[src/sv/ple_pkg.sv]
// Shared codes, widths and the request decision type of the positional list engine.
package ple_pkg;

  // Field widths
  localparam int KIND_W  = 3;
  localparam int VALUE_W = 32;
  localparam int POS_W   = 7;
  localparam int TOTAL_W = 7;
  localparam int ST_W    = 2;
  localparam int DATA_W  = 40;
  localparam int OP_W    = 2;

  // Request kinds
  localparam logic [KIND_W-1:0] KIND_INS_FRONT = 3'd0;
  localparam logic [KIND_W-1:0] KIND_INS_BACK  = 3'd1;
  localparam logic [KIND_W-1:0] KIND_INS_AT    = 3'd2;
  localparam logic [KIND_W-1:0] KIND_DEL_FRONT = 3'd3;
  localparam logic [KIND_W-1:0] KIND_DEL_BACK  = 3'd4;
  localparam logic [KIND_W-1:0] KIND_DEL_AT    = 3'd5;
  localparam logic [KIND_W-1:0] KIND_DUMP      = 3'd6;
  localparam logic [KIND_W-1:0] KIND_COUNT     = 3'd7;

  // Result status
  localparam logic [ST_W-1:0] ST_DONE  = 2'd0;
  localparam logic [ST_W-1:0] ST_RANGE = 2'd1;
  localparam logic [ST_W-1:0] ST_FULL  = 2'd2;
  localparam logic [ST_W-1:0] ST_EMPTY = 2'd3;

  // Work the sequencer has to carry out
  localparam logic [OP_W-1:0] OP_NONE = 2'd0;
  localparam logic [OP_W-1:0] OP_INS  = 2'd1;
  localparam logic [OP_W-1:0] OP_DEL  = 2'd2;
  localparam logic [OP_W-1:0] OP_DUMP = 2'd3;

  // Decision for one request
  typedef struct packed {
    logic [OP_W-1:0]  op;
    logic [ST_W-1:0]  status;
    logic [POS_W-1:0] idx;      // 0-based slot of the edit
    logic             no_move;  // edit at the tail end, nothing to shift
  } ple_dec_t;

endpackage

[src/sv/positional_list_engine.sv]
// Top level: list store sequencer, shift engine over one RAM port pair, result register.
// Count and refused requests: one beat, loaded from the finish state into the result register.
// Insert/delete at slot k: one shift step per moved element (count-k for insert, count-k-1
// for delete) through the store's read/write port pair, then flush and finish; tail edits skip the shift.
// Dump: one beat per element each cycle after a read start on accept, stalled by m_tready.
// Reset (rst, synchronous) empties the list and idles the sequencer; the store keeps data.
module positional_list_engine #(
  parameter int CAPACITY = 64
) (
  input  logic        clk,
  input  logic        rst,
  // request beat
  input  logic        s_tvalid,
  output logic        s_tready,
  input  logic [39:0] s_tdata,   // [31:0] value, [38:32] position, [39] zero
  input  logic [2:0]  s_tuser,   // [2:0] kind
  // result beat
  output logic        m_tvalid,
  input  logic        m_tready,
  output logic [39:0] m_tdata,   // [31:0] entry_value, [38:32] element_total, [39] zero
  output logic [2:0]  m_tuser,   // [0] entry_valid, [2:1] status
  output logic        m_tlast
);

  localparam int CW = $clog2(CAPACITY + 1);
  localparam int AW = $clog2(CAPACITY);

  localparam logic [2:0] S_IDLE   = 3'd0;
  localparam logic [2:0] S_SHIFT  = 3'd1;
  localparam logic [2:0] S_FLUSH  = 3'd2;
  localparam logic [2:0] S_FINISH = 3'd3;
  localparam logic [2:0] S_DUMP   = 3'd4;

  logic [2:0]                     state, state_next;
  logic [ple_pkg::OP_W-1:0]       op;
  logic [ple_pkg::ST_W-1:0]       status;
  logic [AW-1:0]                  idx;
  logic [AW-1:0]                  last_idx;
  logic [AW-1:0]                  ptr;
  logic [ple_pkg::VALUE_W-1:0]    value_r;
  logic                           pend;
  logic [AW-1:0]                  pend_addr;
  logic [CW-1:0]                  count, count_next;

  logic                           s_beat;
  logic                           out_free;
  logic                           shift_end;
  logic                           dump_last;
  ple_pkg::ple_dec_t              dec;

  logic                           wr_en;
  logic [AW-1:0]                  wr_addr;
  logic [ple_pkg::VALUE_W-1:0]    wr_data;
  logic                           rd_en;
  logic [AW-1:0]                  rd_addr;
  logic [ple_pkg::VALUE_W-1:0]    rd_data;

  logic                           load;
  logic [ple_pkg::VALUE_W-1:0]    o_value;
  logic                           o_valid;
  logic                           o_last;
  logic [ple_pkg::ST_W-1:0]       o_status;
  logic [ple_pkg::VALUE_W-1:0]    r_value;
  logic                           r_valid;
  logic                           r_last;
  logic [ple_pkg::TOTAL_W-1:0]    r_total;
  logic [ple_pkg::ST_W-1:0]       r_status;

  assign s_tready = (state == S_IDLE);
  assign s_beat   = s_tvalid && s_tready;
  assign out_free = !m_tvalid || m_tready;

  ple_dec #(
    .CAPACITY (CAPACITY),
    .CW       (CW)
  ) u_dec (
    .kind     (s_tuser),
    .position (s_tdata[38:32]),
    .count    (count),
    .dec      (dec)
  );

  ple_ram #(
    .WIDTH (ple_pkg::VALUE_W),
    .DEPTH (CAPACITY)
  ) u_store (
    .clk     (clk),
    .wr_en   (wr_en),
    .wr_addr (wr_addr),
    .wr_data (wr_data),
    .rd_en   (rd_en),
    .rd_addr (rd_addr),
    .rd_data (rd_data)
  );

  assign shift_end = (op == ple_pkg::OP_INS) ? (ptr == idx) : (ptr == last_idx);
  assign dump_last = (ptr == last_idx);

  // Store read: shift source, dump start and dump prefetch
  always_comb begin
    rd_en   = 1'b0;
    rd_addr = ptr;
    if (s_beat && dec.op == ple_pkg::OP_DUMP) begin
      rd_en   = 1'b1;
      rd_addr = '0;
    end else if (state == S_SHIFT) begin
      rd_en = 1'b1;
    end else if (state == S_DUMP && out_free && !dump_last) begin
      rd_en   = 1'b1;
      rd_addr = ptr + AW'(1);
    end
  end

  // Store write: moved element, or the new value when the insert finishes
  always_comb begin
    wr_en   = pend || (state == S_FINISH && out_free && op == ple_pkg::OP_INS);
    wr_addr = pend ? pend_addr : idx;
    wr_data = pend ? rd_data : value_r;
  end

  // Count after the request
  always_comb begin
    count_next = count;
    if (state == S_FINISH && out_free) begin
      unique case (op)
        ple_pkg::OP_INS: count_next = count + CW'(1);
        ple_pkg::OP_DEL: count_next = count - CW'(1);
        default:         count_next = count;
      endcase
    end
  end

  // Result beat content
  always_comb begin
    load     = 1'b0;
    o_value  = '0;
    o_valid  = 1'b0;
    o_last   = 1'b1;
    o_status = status;
    if (state == S_FINISH && out_free) begin
      load = 1'b1;
    end else if (state == S_DUMP && out_free) begin
      load     = 1'b1;
      o_value  = rd_data;
      o_valid  = 1'b1;
      o_last   = dump_last;
      o_status = ple_pkg::ST_DONE;
    end
  end

  // Sequencer next state
  always_comb begin
    state_next = state;
    unique case (state)
      S_IDLE: begin
        if (s_beat) begin
          if (dec.op == ple_pkg::OP_DUMP) begin
            state_next = S_DUMP;
          end else if (dec.op == ple_pkg::OP_NONE || dec.no_move) begin
            state_next = S_FINISH;
          end else begin
            state_next = S_SHIFT;
          end
        end
      end
      S_SHIFT:  if (shift_end) state_next = S_FLUSH;
      S_FLUSH:  state_next = S_FINISH;
      S_FINISH: if (out_free) state_next = S_IDLE;
      S_DUMP:   if (out_free && dump_last) state_next = S_IDLE;
      default:  state_next = S_IDLE;
    endcase
  end

  // Control state
  always_ff @(posedge clk) begin
    if (rst) begin
      state <= S_IDLE;
      count <= '0;
      pend  <= 1'b0;
    end else begin
      state <= state_next;
      count <= count_next;
      pend  <= (state == S_SHIFT);
    end
  end

  // Request registers and shift pointer
  always_ff @(posedge clk) begin
    if (s_beat) begin
      op       <= dec.op;
      status   <= dec.status;
      idx      <= AW'(dec.idx);
      value_r  <= s_tdata[31:0];
      last_idx <= AW'(count - CW'(1));
      unique case (dec.op)
        ple_pkg::OP_INS: ptr <= AW'(count - CW'(1));
        ple_pkg::OP_DEL: ptr <= AW'(dec.idx) + AW'(1);
        default:         ptr <= '0;
      endcase
    end else if (state == S_SHIFT) begin
      pend_addr <= (op == ple_pkg::OP_INS) ? ptr + AW'(1) : ptr - AW'(1);
      if (!shift_end) begin
        ptr <= (op == ple_pkg::OP_INS) ? ptr - AW'(1) : ptr + AW'(1);
      end
    end else if (state == S_DUMP && out_free && !dump_last) begin
      ptr <= ptr + AW'(1);
    end
  end

  // Result register
  always_ff @(posedge clk) begin
    if (rst) begin
      m_tvalid <= 1'b0;
    end else if (load) begin
      m_tvalid <= 1'b1;
    end else if (m_tready) begin
      m_tvalid <= 1'b0;
    end
  end

  always_ff @(posedge clk) begin
    if (load) begin
      r_value  <= o_value;
      r_valid  <= o_valid;
      r_last   <= o_last;
      r_total  <= ple_pkg::TOTAL_W'(count_next);
      r_status <= o_status;
    end
  end

  assign m_tdata = {1'b0, r_total, r_value};
  assign m_tuser = {r_status, r_valid};
  assign m_tlast = r_last;

`ifndef SYNTH
  // List never grows past its capacity
  a_count_cap: assert property (@(posedge clk) disable iff (rst)
    count <= CW'(CAPACITY))
    else $error("element count above capacity");

  // Count moves by at most one per request
  a_count_step: assert property (@(posedge clk) disable iff (rst)
    !$past(rst) |-> (count == $past(count) || count == $past(count) + CW'(1) ||
                     count == $past(count) - CW'(1)))
    else $error("element count jumped");

  // Pending moves exist only right after a shift read
  a_pend_state: assert property (@(posedge clk) disable iff (rst)
    pend |-> (state == S_SHIFT || state == S_FLUSH))
    else $error("store move outside shift");

  // Full refusal reports a full list
  a_full_total: assert property (@(posedge clk) disable iff (rst)
    (m_tvalid && m_tuser[2:1] == ple_pkg::ST_FULL) |-> (m_tdata[38:32] == 7'(CAPACITY)))
    else $error("full status with list not full");

  // Element beats of a dump carry done status
  a_dump_status: assert property (@(posedge clk) disable iff (rst)
    (m_tvalid && m_tuser[0]) |-> (m_tuser[2:1] == ple_pkg::ST_DONE))
    else $error("dump beat with error status");
`endif

endmodule

[src/sv/ple_ram.sv]
// Generic single-write, single-read RAM with registered read data.
module ple_ram #(
  parameter int WIDTH = 32,
  parameter int DEPTH = 64
) (
  input  logic                     clk,
  input  logic                     wr_en,
  input  logic [$clog2(DEPTH)-1:0] wr_addr,
  input  logic [WIDTH-1:0]         wr_data,
  input  logic                     rd_en,
  input  logic [$clog2(DEPTH)-1:0] rd_addr,
  output logic [WIDTH-1:0]         rd_data
);

  logic [WIDTH-1:0] mem [DEPTH];

  // Write port
  always_ff @(posedge clk) begin
    if (wr_en) begin
      mem[wr_addr] <= wr_data;
    end
  end

  // Read port, data held until the next read
  always_ff @(posedge clk) begin
    if (rd_en) begin
      rd_data <= mem[rd_addr];
    end
  end

endmodule

[src/sv/ple_dec.sv]
// Request decoder: range, full and empty checks and the edit slot.
module ple_dec #(
  parameter int CAPACITY = 64,
  parameter int CW       = 7
) (
  input  logic [ple_pkg::KIND_W-1:0] kind,
  input  logic [ple_pkg::POS_W-1:0]  position,
  input  logic [CW-1:0]              count,
  output ple_pkg::ple_dec_t          dec
);

  logic [7:0] cnt8;
  logic [7:0] pos8;
  logic [7:0] ins_p;
  logic [7:0] del_p;
  logic       is_ins;
  logic       is_del;

  assign cnt8 = 8'(count);
  assign pos8 = 8'(position);

  assign is_ins = (kind == ple_pkg::KIND_INS_FRONT) || (kind == ple_pkg::KIND_INS_BACK) ||
                  (kind == ple_pkg::KIND_INS_AT);
  assign is_del = (kind == ple_pkg::KIND_DEL_FRONT) || (kind == ple_pkg::KIND_DEL_BACK) ||
                  (kind == ple_pkg::KIND_DEL_AT);

  // 1-based target position per kind
  always_comb begin
    unique case (kind)
      ple_pkg::KIND_INS_BACK: ins_p = cnt8 + 8'd1;
      ple_pkg::KIND_INS_AT:   ins_p = pos8;
      default:                ins_p = 8'd1;
    endcase
    unique case (kind)
      ple_pkg::KIND_DEL_BACK: del_p = cnt8;
      ple_pkg::KIND_DEL_AT:   del_p = pos8;
      default:                del_p = 8'd1;
    endcase
  end

  // Checks in order: range before full, empty before range
  always_comb begin
    dec.op      = ple_pkg::OP_NONE;
    dec.status  = ple_pkg::ST_DONE;
    dec.idx     = '0;
    dec.no_move = 1'b0;
    if (is_ins) begin
      if (ins_p == 8'd0 || ins_p > cnt8 + 8'd1) begin
        dec.status = ple_pkg::ST_RANGE;
      end else if (cnt8 >= 8'(CAPACITY)) begin
        dec.status = ple_pkg::ST_FULL;
      end else begin
        dec.op      = ple_pkg::OP_INS;
        dec.idx     = 7'(ins_p - 8'd1);
        dec.no_move = (ins_p == cnt8 + 8'd1);
      end
    end else if (is_del) begin
      if (cnt8 == 8'd0) begin
        dec.status = ple_pkg::ST_EMPTY;
      end else if (del_p == 8'd0 || del_p > cnt8) begin
        dec.status = ple_pkg::ST_RANGE;
      end else begin
        dec.op      = ple_pkg::OP_DEL;
        dec.idx     = 7'(del_p - 8'd1);
        dec.no_move = (del_p == cnt8);
      end
    end else if (kind == ple_pkg::KIND_DUMP && cnt8 != 8'd0) begin
      dec.op = ple_pkg::OP_DUMP;
    end
  end

endmodule
[config.mk]
export PLATFORM = sky130hd
export DESIGN_NAME = positional_list_engine
export DESIGN_NICKNAME = d
export VERILOG_FILES = /design/src/sv/ple_pkg.sv /design/src/sv/positional_list_engine.sv /design/src/sv/ple_ram.sv /design/src/sv/ple_dec.sv
export SDC_FILE = /design/constraint.sdc
export NUM_CORES = 2
export LEC_CHECK = 0
export ABC_AREA = 1
export ABC_CLOCK_PERIOD_IN_PS = 16100
export BUFFER_PORTS_ARGS = -buffer_cell sky130_fd_sc_hd__buf_2
export CELL_PAD_IN_SITES_DETAIL_PLACEMENT = 1
export CELL_PAD_IN_SITES_GLOBAL_PLACEMENT = 1
export CORE_MARGIN = 5
export CORE_UTILIZATION = 50
export CTS_CLUSTER_DIAMETER = 60
export DETAILED_ROUTE_END_ITERATION = 16
export HOLD_SLACK_MARGIN = 0.15
export PLACE_DENSITY_LB_ADDON = 0.1
export SYNTH_ARGS = -nofsm -noshare
export SYNTH_HDL_FRONTEND = slang
export SYNTH_HIERARCHICAL = 1
export SYNTH_SLANG_ARGS = --single-unit
export TNS_END_PERCENT = 5
[constraint.sdc]
create_clock -name clk -period 16.1 [get_ports clk]
set_clock_uncertainty 0.2 [all_clocks]
set_input_delay 0 -clock clk [delete_from_list [all_inputs] [get_ports clk]]
set_output_delay 0 -clock clk [all_outputs]
set_load 0.01 [all_outputs]
---- After elaboration in Yosys (flattened, before gate mapping) ----
Memory sizes are Yosys's and may differ from the RTL's. A register that Yosys moved wholly into a read port is not among the register bits.
Cells that the tools add are included.
word-level totals
  flip-flop bits (word level) ............. 115
  output and inout port bits .............. 46
  word-level logic and storage cells ...... 134
  memories kept ........................... 1
  bits in writable memories ............... 2048
  input port bits ......................... 47
memory list
  name         depth  bits a word  read ports  clocked after Yosys merged registers in  wr ports  line           text
  u_store.mem  64     32           1           1                                        1         ple_ram.sv:15  logic [WIDTH-1:0] mem [DEPTH];
cells by class
  bitwise operators ....................... 2
  reductions and logical operators ........ 30
  equality and inequality tests ........... 24
  magnitude comparators ................... 3
  add/subtract/negate cells ............... 8
  muxes and demuxes ....................... 50
operators with widths
  operator             count
  $mux 6               9
  $mux 32              1
  $mux 8               4
  $pmux 7 s2           2
  $logic_not 8->1      3
  $sub 7x1->7 const B  3
  $mux 2               10
  $pmux 8 s2           1
  $mux 3               5
  $pmux 3 s5           1
  $mux 1               13
  $add 6x1->6 const B  2
  $eq 3x2->1 const B   4
  $eq 3x3->1 const B   4
  $eq 6x6->1           2
  $mux 12              1
  $pmux 6 s2           1
  $mux 10              1
  $logic_or 1x1->1     9
  $add 7x1->8 const B  1
  $eq 8x8->1           1
  $gt 8x8->1           1
  $logic_and 1x1->1    8
  $reduce_bool 8->1    1
  20 further kinds     29

---- Longest topological paths before layout ----
  depth in word-level cells ............... 14
  gate-level depth with buffers ........... 34
  depth with buffers taken out ............ 29

---- Modules after synthesis ----
Netlist, hierarchy kept.
modules (own cells, without submodules)
  module                  sequential area each (um^2)  area each (um^2)  times used  cells each
  ple_ram                 62459.9                      83058.4           1           6769
  positional_list_engine  3333.2                       5634.2            1           601
  ple_dec                 0.0                          1336.3            1           244

---- Least setup slack after synthesis ----
Ideal clock, no wire load.
  kind .................................... flip-flop to flip-flop
  start ................................... register op[1] (netlist bit)
  end ..................................... memory u_store.mem[48][0], enable pin
  path slack .............................. 10.646 ns
  setup time .............................. 0.503 ns
  buffers on the path ..................... 2
  stages on the path, launching flop included .. 9
  required time ........................... 15.397 ns
  data arrival time ....................... 4.751 ns
  clock period less this slack ............ 5.454 ns
  cell sequence ........................... edfxtp_1 -> inv_1 -> ha_1 -> buf_2 -> clkinv_1 -> o21ai_0 -> clkbuf_1 -> nand4_1 -> nor4_1
on the way
  word-level cells in the longest chain between the ends .. 5
RTL lines
  element                       line                           text
  from (decl)                   positional_list_engine.sv:35   logic [ple_pkg::OP_W-1:0] op;
  from (signal assigned)        positional_list_engine.sv:190  op <= dec.op;
  $eq 2x1->1                    positional_list_engine.sv:116  wr_en = pend || (state == S_FINISH && out_free && op == ple_pkg::OP_INS);
  $logic_and 1x1->1             positional_list_engine.sv:116
  $logic_or 1x1->1              positional_list_engine.sv:116
  net wr_en                     positional_list_engine.sv:51   logic wr_en;
  $mux 1                        ple_ram.sv:19                  if (wr_en) begin
  $mux 1 (implied by the code)  ple_ram.sv:20                  mem[wr_addr] <= wr_data;
  to (decl)                     ple_ram.sv:15
The timed path passes the listed nets, and every way through them passes these cells.

==> reports/qor.json <==
{
  "floorplan": {
    "core_area_sq_um": 179000,
    "fp.dieH_um": 434,
    "initial_core_util_pct": 50.3,
    "row_count": 155,
    "pin_count": 93,
    "die_w_um": 434,
    "die_area_sq_um": 189000
  },
  "yosys": {
    "post_synth_inst_count": 7602,
    "synth-warning-count": 6,
    "combined_area_of_all_synthesized_cells_sq_um": 90000,
    "syn_area_per_cell_sq_um": 11.8,
    "synth_fp_nets": 7679
  },
  "placement": {
    "finalWeightedCongestion": 0.861,
    "dp_hpwl_mm": 144,
    "place.detailed.instances": 9731,
    "postPlaceCellArea_sq_um": 93300,
    "buffer_ports.inserted": 90,
    "dp_slack_ns": 7.05
  },
  "pwr": {
    "p_per_area_nw_per_um2": 190,
    "ir_worst_vdd_uv": 240,
    "cellLeakagePower_nw": 36.1
  },
  "setup_path": {
    "setup.worst_path.class": "flop to flop",
    "cp_slowest_stage_delay_ns": 0.89,
    "path_buf_inv": 9,
    "timing.critical_path.fanout_max": 151,
    "cp_slowest_cell": "sky130_fd_sc_hd__buf_4",
    "critPathLaunchType": "flop",
    "cp.arrival_ns": 10.24,
    "crit_path_required_time_ns": 16.59,
    "end_kind": "flop",
    "critical_path.most_common_cell": "sky130_fd_sc_hd__nand2_1",
    "reg2reg_slack_ns": 6.35,
    "path_delay_family": "buffers and inverters"
  },
  "routing": {
    "drc": 0,
    "dr.first_iter.drc_count": 5639,
    "final_antenna_net_count": 0,
    "viasPerCell": 5.98,
    "routed_wire_length_per_instance_um": 27.4,
    "route.final.wire_length_mm": 281,
    "via_count": 61300,
    "drt_pass1_iterations": 5
  },
  "grt": {
    "overflow": 0,
    "antenna_violations_before_repair": 9,
    "groute.usage.overall_pct": 29.5,
    "grt_pass1_wl_mm": 410,
    "grt_start_max_net_pins": 236,
    "via_count_of_the_first_global_routing_pass": 63600
  },
  "sta": {
    "timing.final.crit_share_pct": 60.5,
    "pin_slew_with_the_least_headroom_to_its_limit_ns": 1.27,
    "final-max-slew-violation-count": 0,
    "timing.final.setup_violations": 0,
    "timing.max_slew.rel_slack_pct": 15.0,
    "fin_worst_hold_slack_ns": 0.214,
    "hold_viol": 0,
    "maxClockFrequency_mhz": 103,
    "min_period_ns": 9.75,
    "setup_ws_ns": 6.35,
    "setup_repair_after_global_routing_missed_its_margin": "false",
    "totalNegativeSetupSlack_ns": 0
  },
  "cells_and_area": {
    "flow.area_growth_from_synthesis_pct": 12.8,
    "num_antenna_cells": 0,
    "fillerInstances": 18000,
    "drive_gt1_share_pct": 9.06,
    "final_cell_area_sq_um": 101000,
    "nNetsFinal": 7798,
    "layout.area.seq_sq_um": 65800,
    "area_occupied_by_multi_input_gates_sq_um": 22200,
    "instances_no_fill": 10300
  },
  "clocking": {
    "resized_gates_after_cts": 0,
    "clkSlewWorstSetupHoldPaths_ns": 0.06,
    "clk-insertion-delay-late_ns": 0.86,
    "clock_sink_count": 2195,
    "htree_levels": 4,
    "clk_root_buffer_cell": "sky130_fd_sc_hd__clkbuf_16",
    "numCtsBuffers": 228,
    "post_cts_setup_driven_buffer_insertion_count": 0,
    "cts.path.max_buffers": 3,
    "cts_tree": "built"
  },
  "run_status": {
    "outcome": "completed"
  },
  "hold_path": {
    "hold_path.class": "primary input to flop"
  },
  "flow_run": {
    "timing.max_cap.violations": 0
  }
}
[metrics by stage]
| step | utilization (%) | power (mW) |
|---|---|---|
| after global routing | 56.7 | 20.1 |
| after floorplan | - | 11.5 |
| after detailed placement | 52.2 | 14.2 |
| after global placement | 52.2 | 14.0 |
| final | 56.7 | 19.3 |
| after CTS | 56.7 | 19.3 |
[where the power goes]
part           switching (mW)  internal [mW]
combinational            5.52           1.58
clock                    2.21           2.83
sequential             0.0849           7.06
total                    7.81           11.5
[worst reg2reg max path, delay by kind of cell (launching register included)]
kind                       cells  cell delay, ns
AOI/OAI and AO/OA              2            0.49
adders and majority gates      2            0.64
buffers and inverters          9            5.20
DFF                            1            0.75
and+or+nand+nor               16            2.30
[repair_timing]
action                                  4_1_cts  5_1_grt
hold buffers                                115        0
endpoints found under the hold margin       103        0
endpoints found under the setup margin        0        0
[routing by layer]
| metal | up-vias | global-route usage (%) | share of wire (%) |
|---|---|---|---|
| li1 | 27100 | - | - |
| met1 | 31700 | 37.5 | 40 |
| met2 | 2015 | 50.9 | 50 |
| met3 | 527 | 3.49 | 5.3 |
| met4 | 2 | 13.4 | 4.9 |
| met5 | - | 0 | 0.0053 |
[flip-flops by register name, indices dropped and copies added, names as in the netlist, 3 cells and up]
| register | flops |
|---|---|
| count | 7 |
| last_idx | 6 |
| ptr | 6 |
| pend_addr | 6 |
| u_store/rd_data | 32 |
| value_r | 32 |
| r_total | 7 |
| r_value | 32 |
| state | 3 |
| u_store/mem | 2048 |
| idx | 6 |
[worst paths after layout]
| kind | startpoint | endpoint | depth (start not counted) |
|---|---|---|---|
| worst min-delay path | s_tdata[19] | value_r[19]$_DFFE_PN_ | 3 |
| worst max-delay path | count[0]$_SDFF_PP0_ | u_store/rd_data[26]$_DFFE_PP_ | 29 |
| worst min register to register | status[0]$_DFFE_PN_ | r_status[0]$_DFFE_PP_ | 2 |
| worst max register to register | count[0]$_SDFF_PP0_ | u_store/rd_data[26]$_DFFE_PP_ | 29 |
[layout make-up]
cell class	instances	area share [%]
sequential	2195	64.9
clock inverter	123	1.07
tap	2355	2.90
clock buffer	288	5.87
multi-input combinational	4793	21.9
inverter	139	0.557
timing repair buffer	364	2.89
[placed cells by master, fill, tap and decap left out, types with 7 or more instances in the layout]
master,n
sky130_fd_sc_hd__a21oi_4,7
sky130_fd_sc_hd__o21ai_4,32
sky130_fd_sc_hd__nand2_2,15
sky130_fd_sc_hd__a21oi_1,19
sky130_fd_sc_hd__dlygate4sd3_1,115
sky130_fd_sc_hd__bufinv_16,14
sky130_fd_sc_hd__clkinv_1,53
sky130_fd_sc_hd__xor2_1,17
sky130_fd_sc_hd__buf_12,11
sky130_fd_sc_hd__dfxtp_1,12
sky130_fd_sc_hd__inv_6,9
sky130_fd_sc_hd__nand2_1,2472
sky130_fd_sc_hd__edfxtp_1,2183
sky130_fd_sc_hd__nand3_1,1953
sky130_fd_sc_hd__nor2_4,61
sky130_fd_sc_hd__nor2_1,66
sky130_fd_sc_hd__o21ai_1,8
sky130_fd_sc_hd__nand4_1,29
sky130_fd_sc_hd__clkinv_2,34
sky130_fd_sc_hd__inv_1,114
sky130_fd_sc_hd__ha_1,30
sky130_fd_sc_hd__clkbuf_16,229
sky130_fd_sc_hd__buf_4,148
sky130_fd_sc_hd__buf_2,90
sky130_fd_sc_hd__o21ai_0,24
sky130_fd_sc_hd__nand3_2,8
sky130_fd_sc_hd__clkbuf_1,59
sky130_fd_sc_hd__inv_2,18
sky130_fd_sc_hd__nor4_2,8
Note: power is estimated with default switching activity, not from simulation.
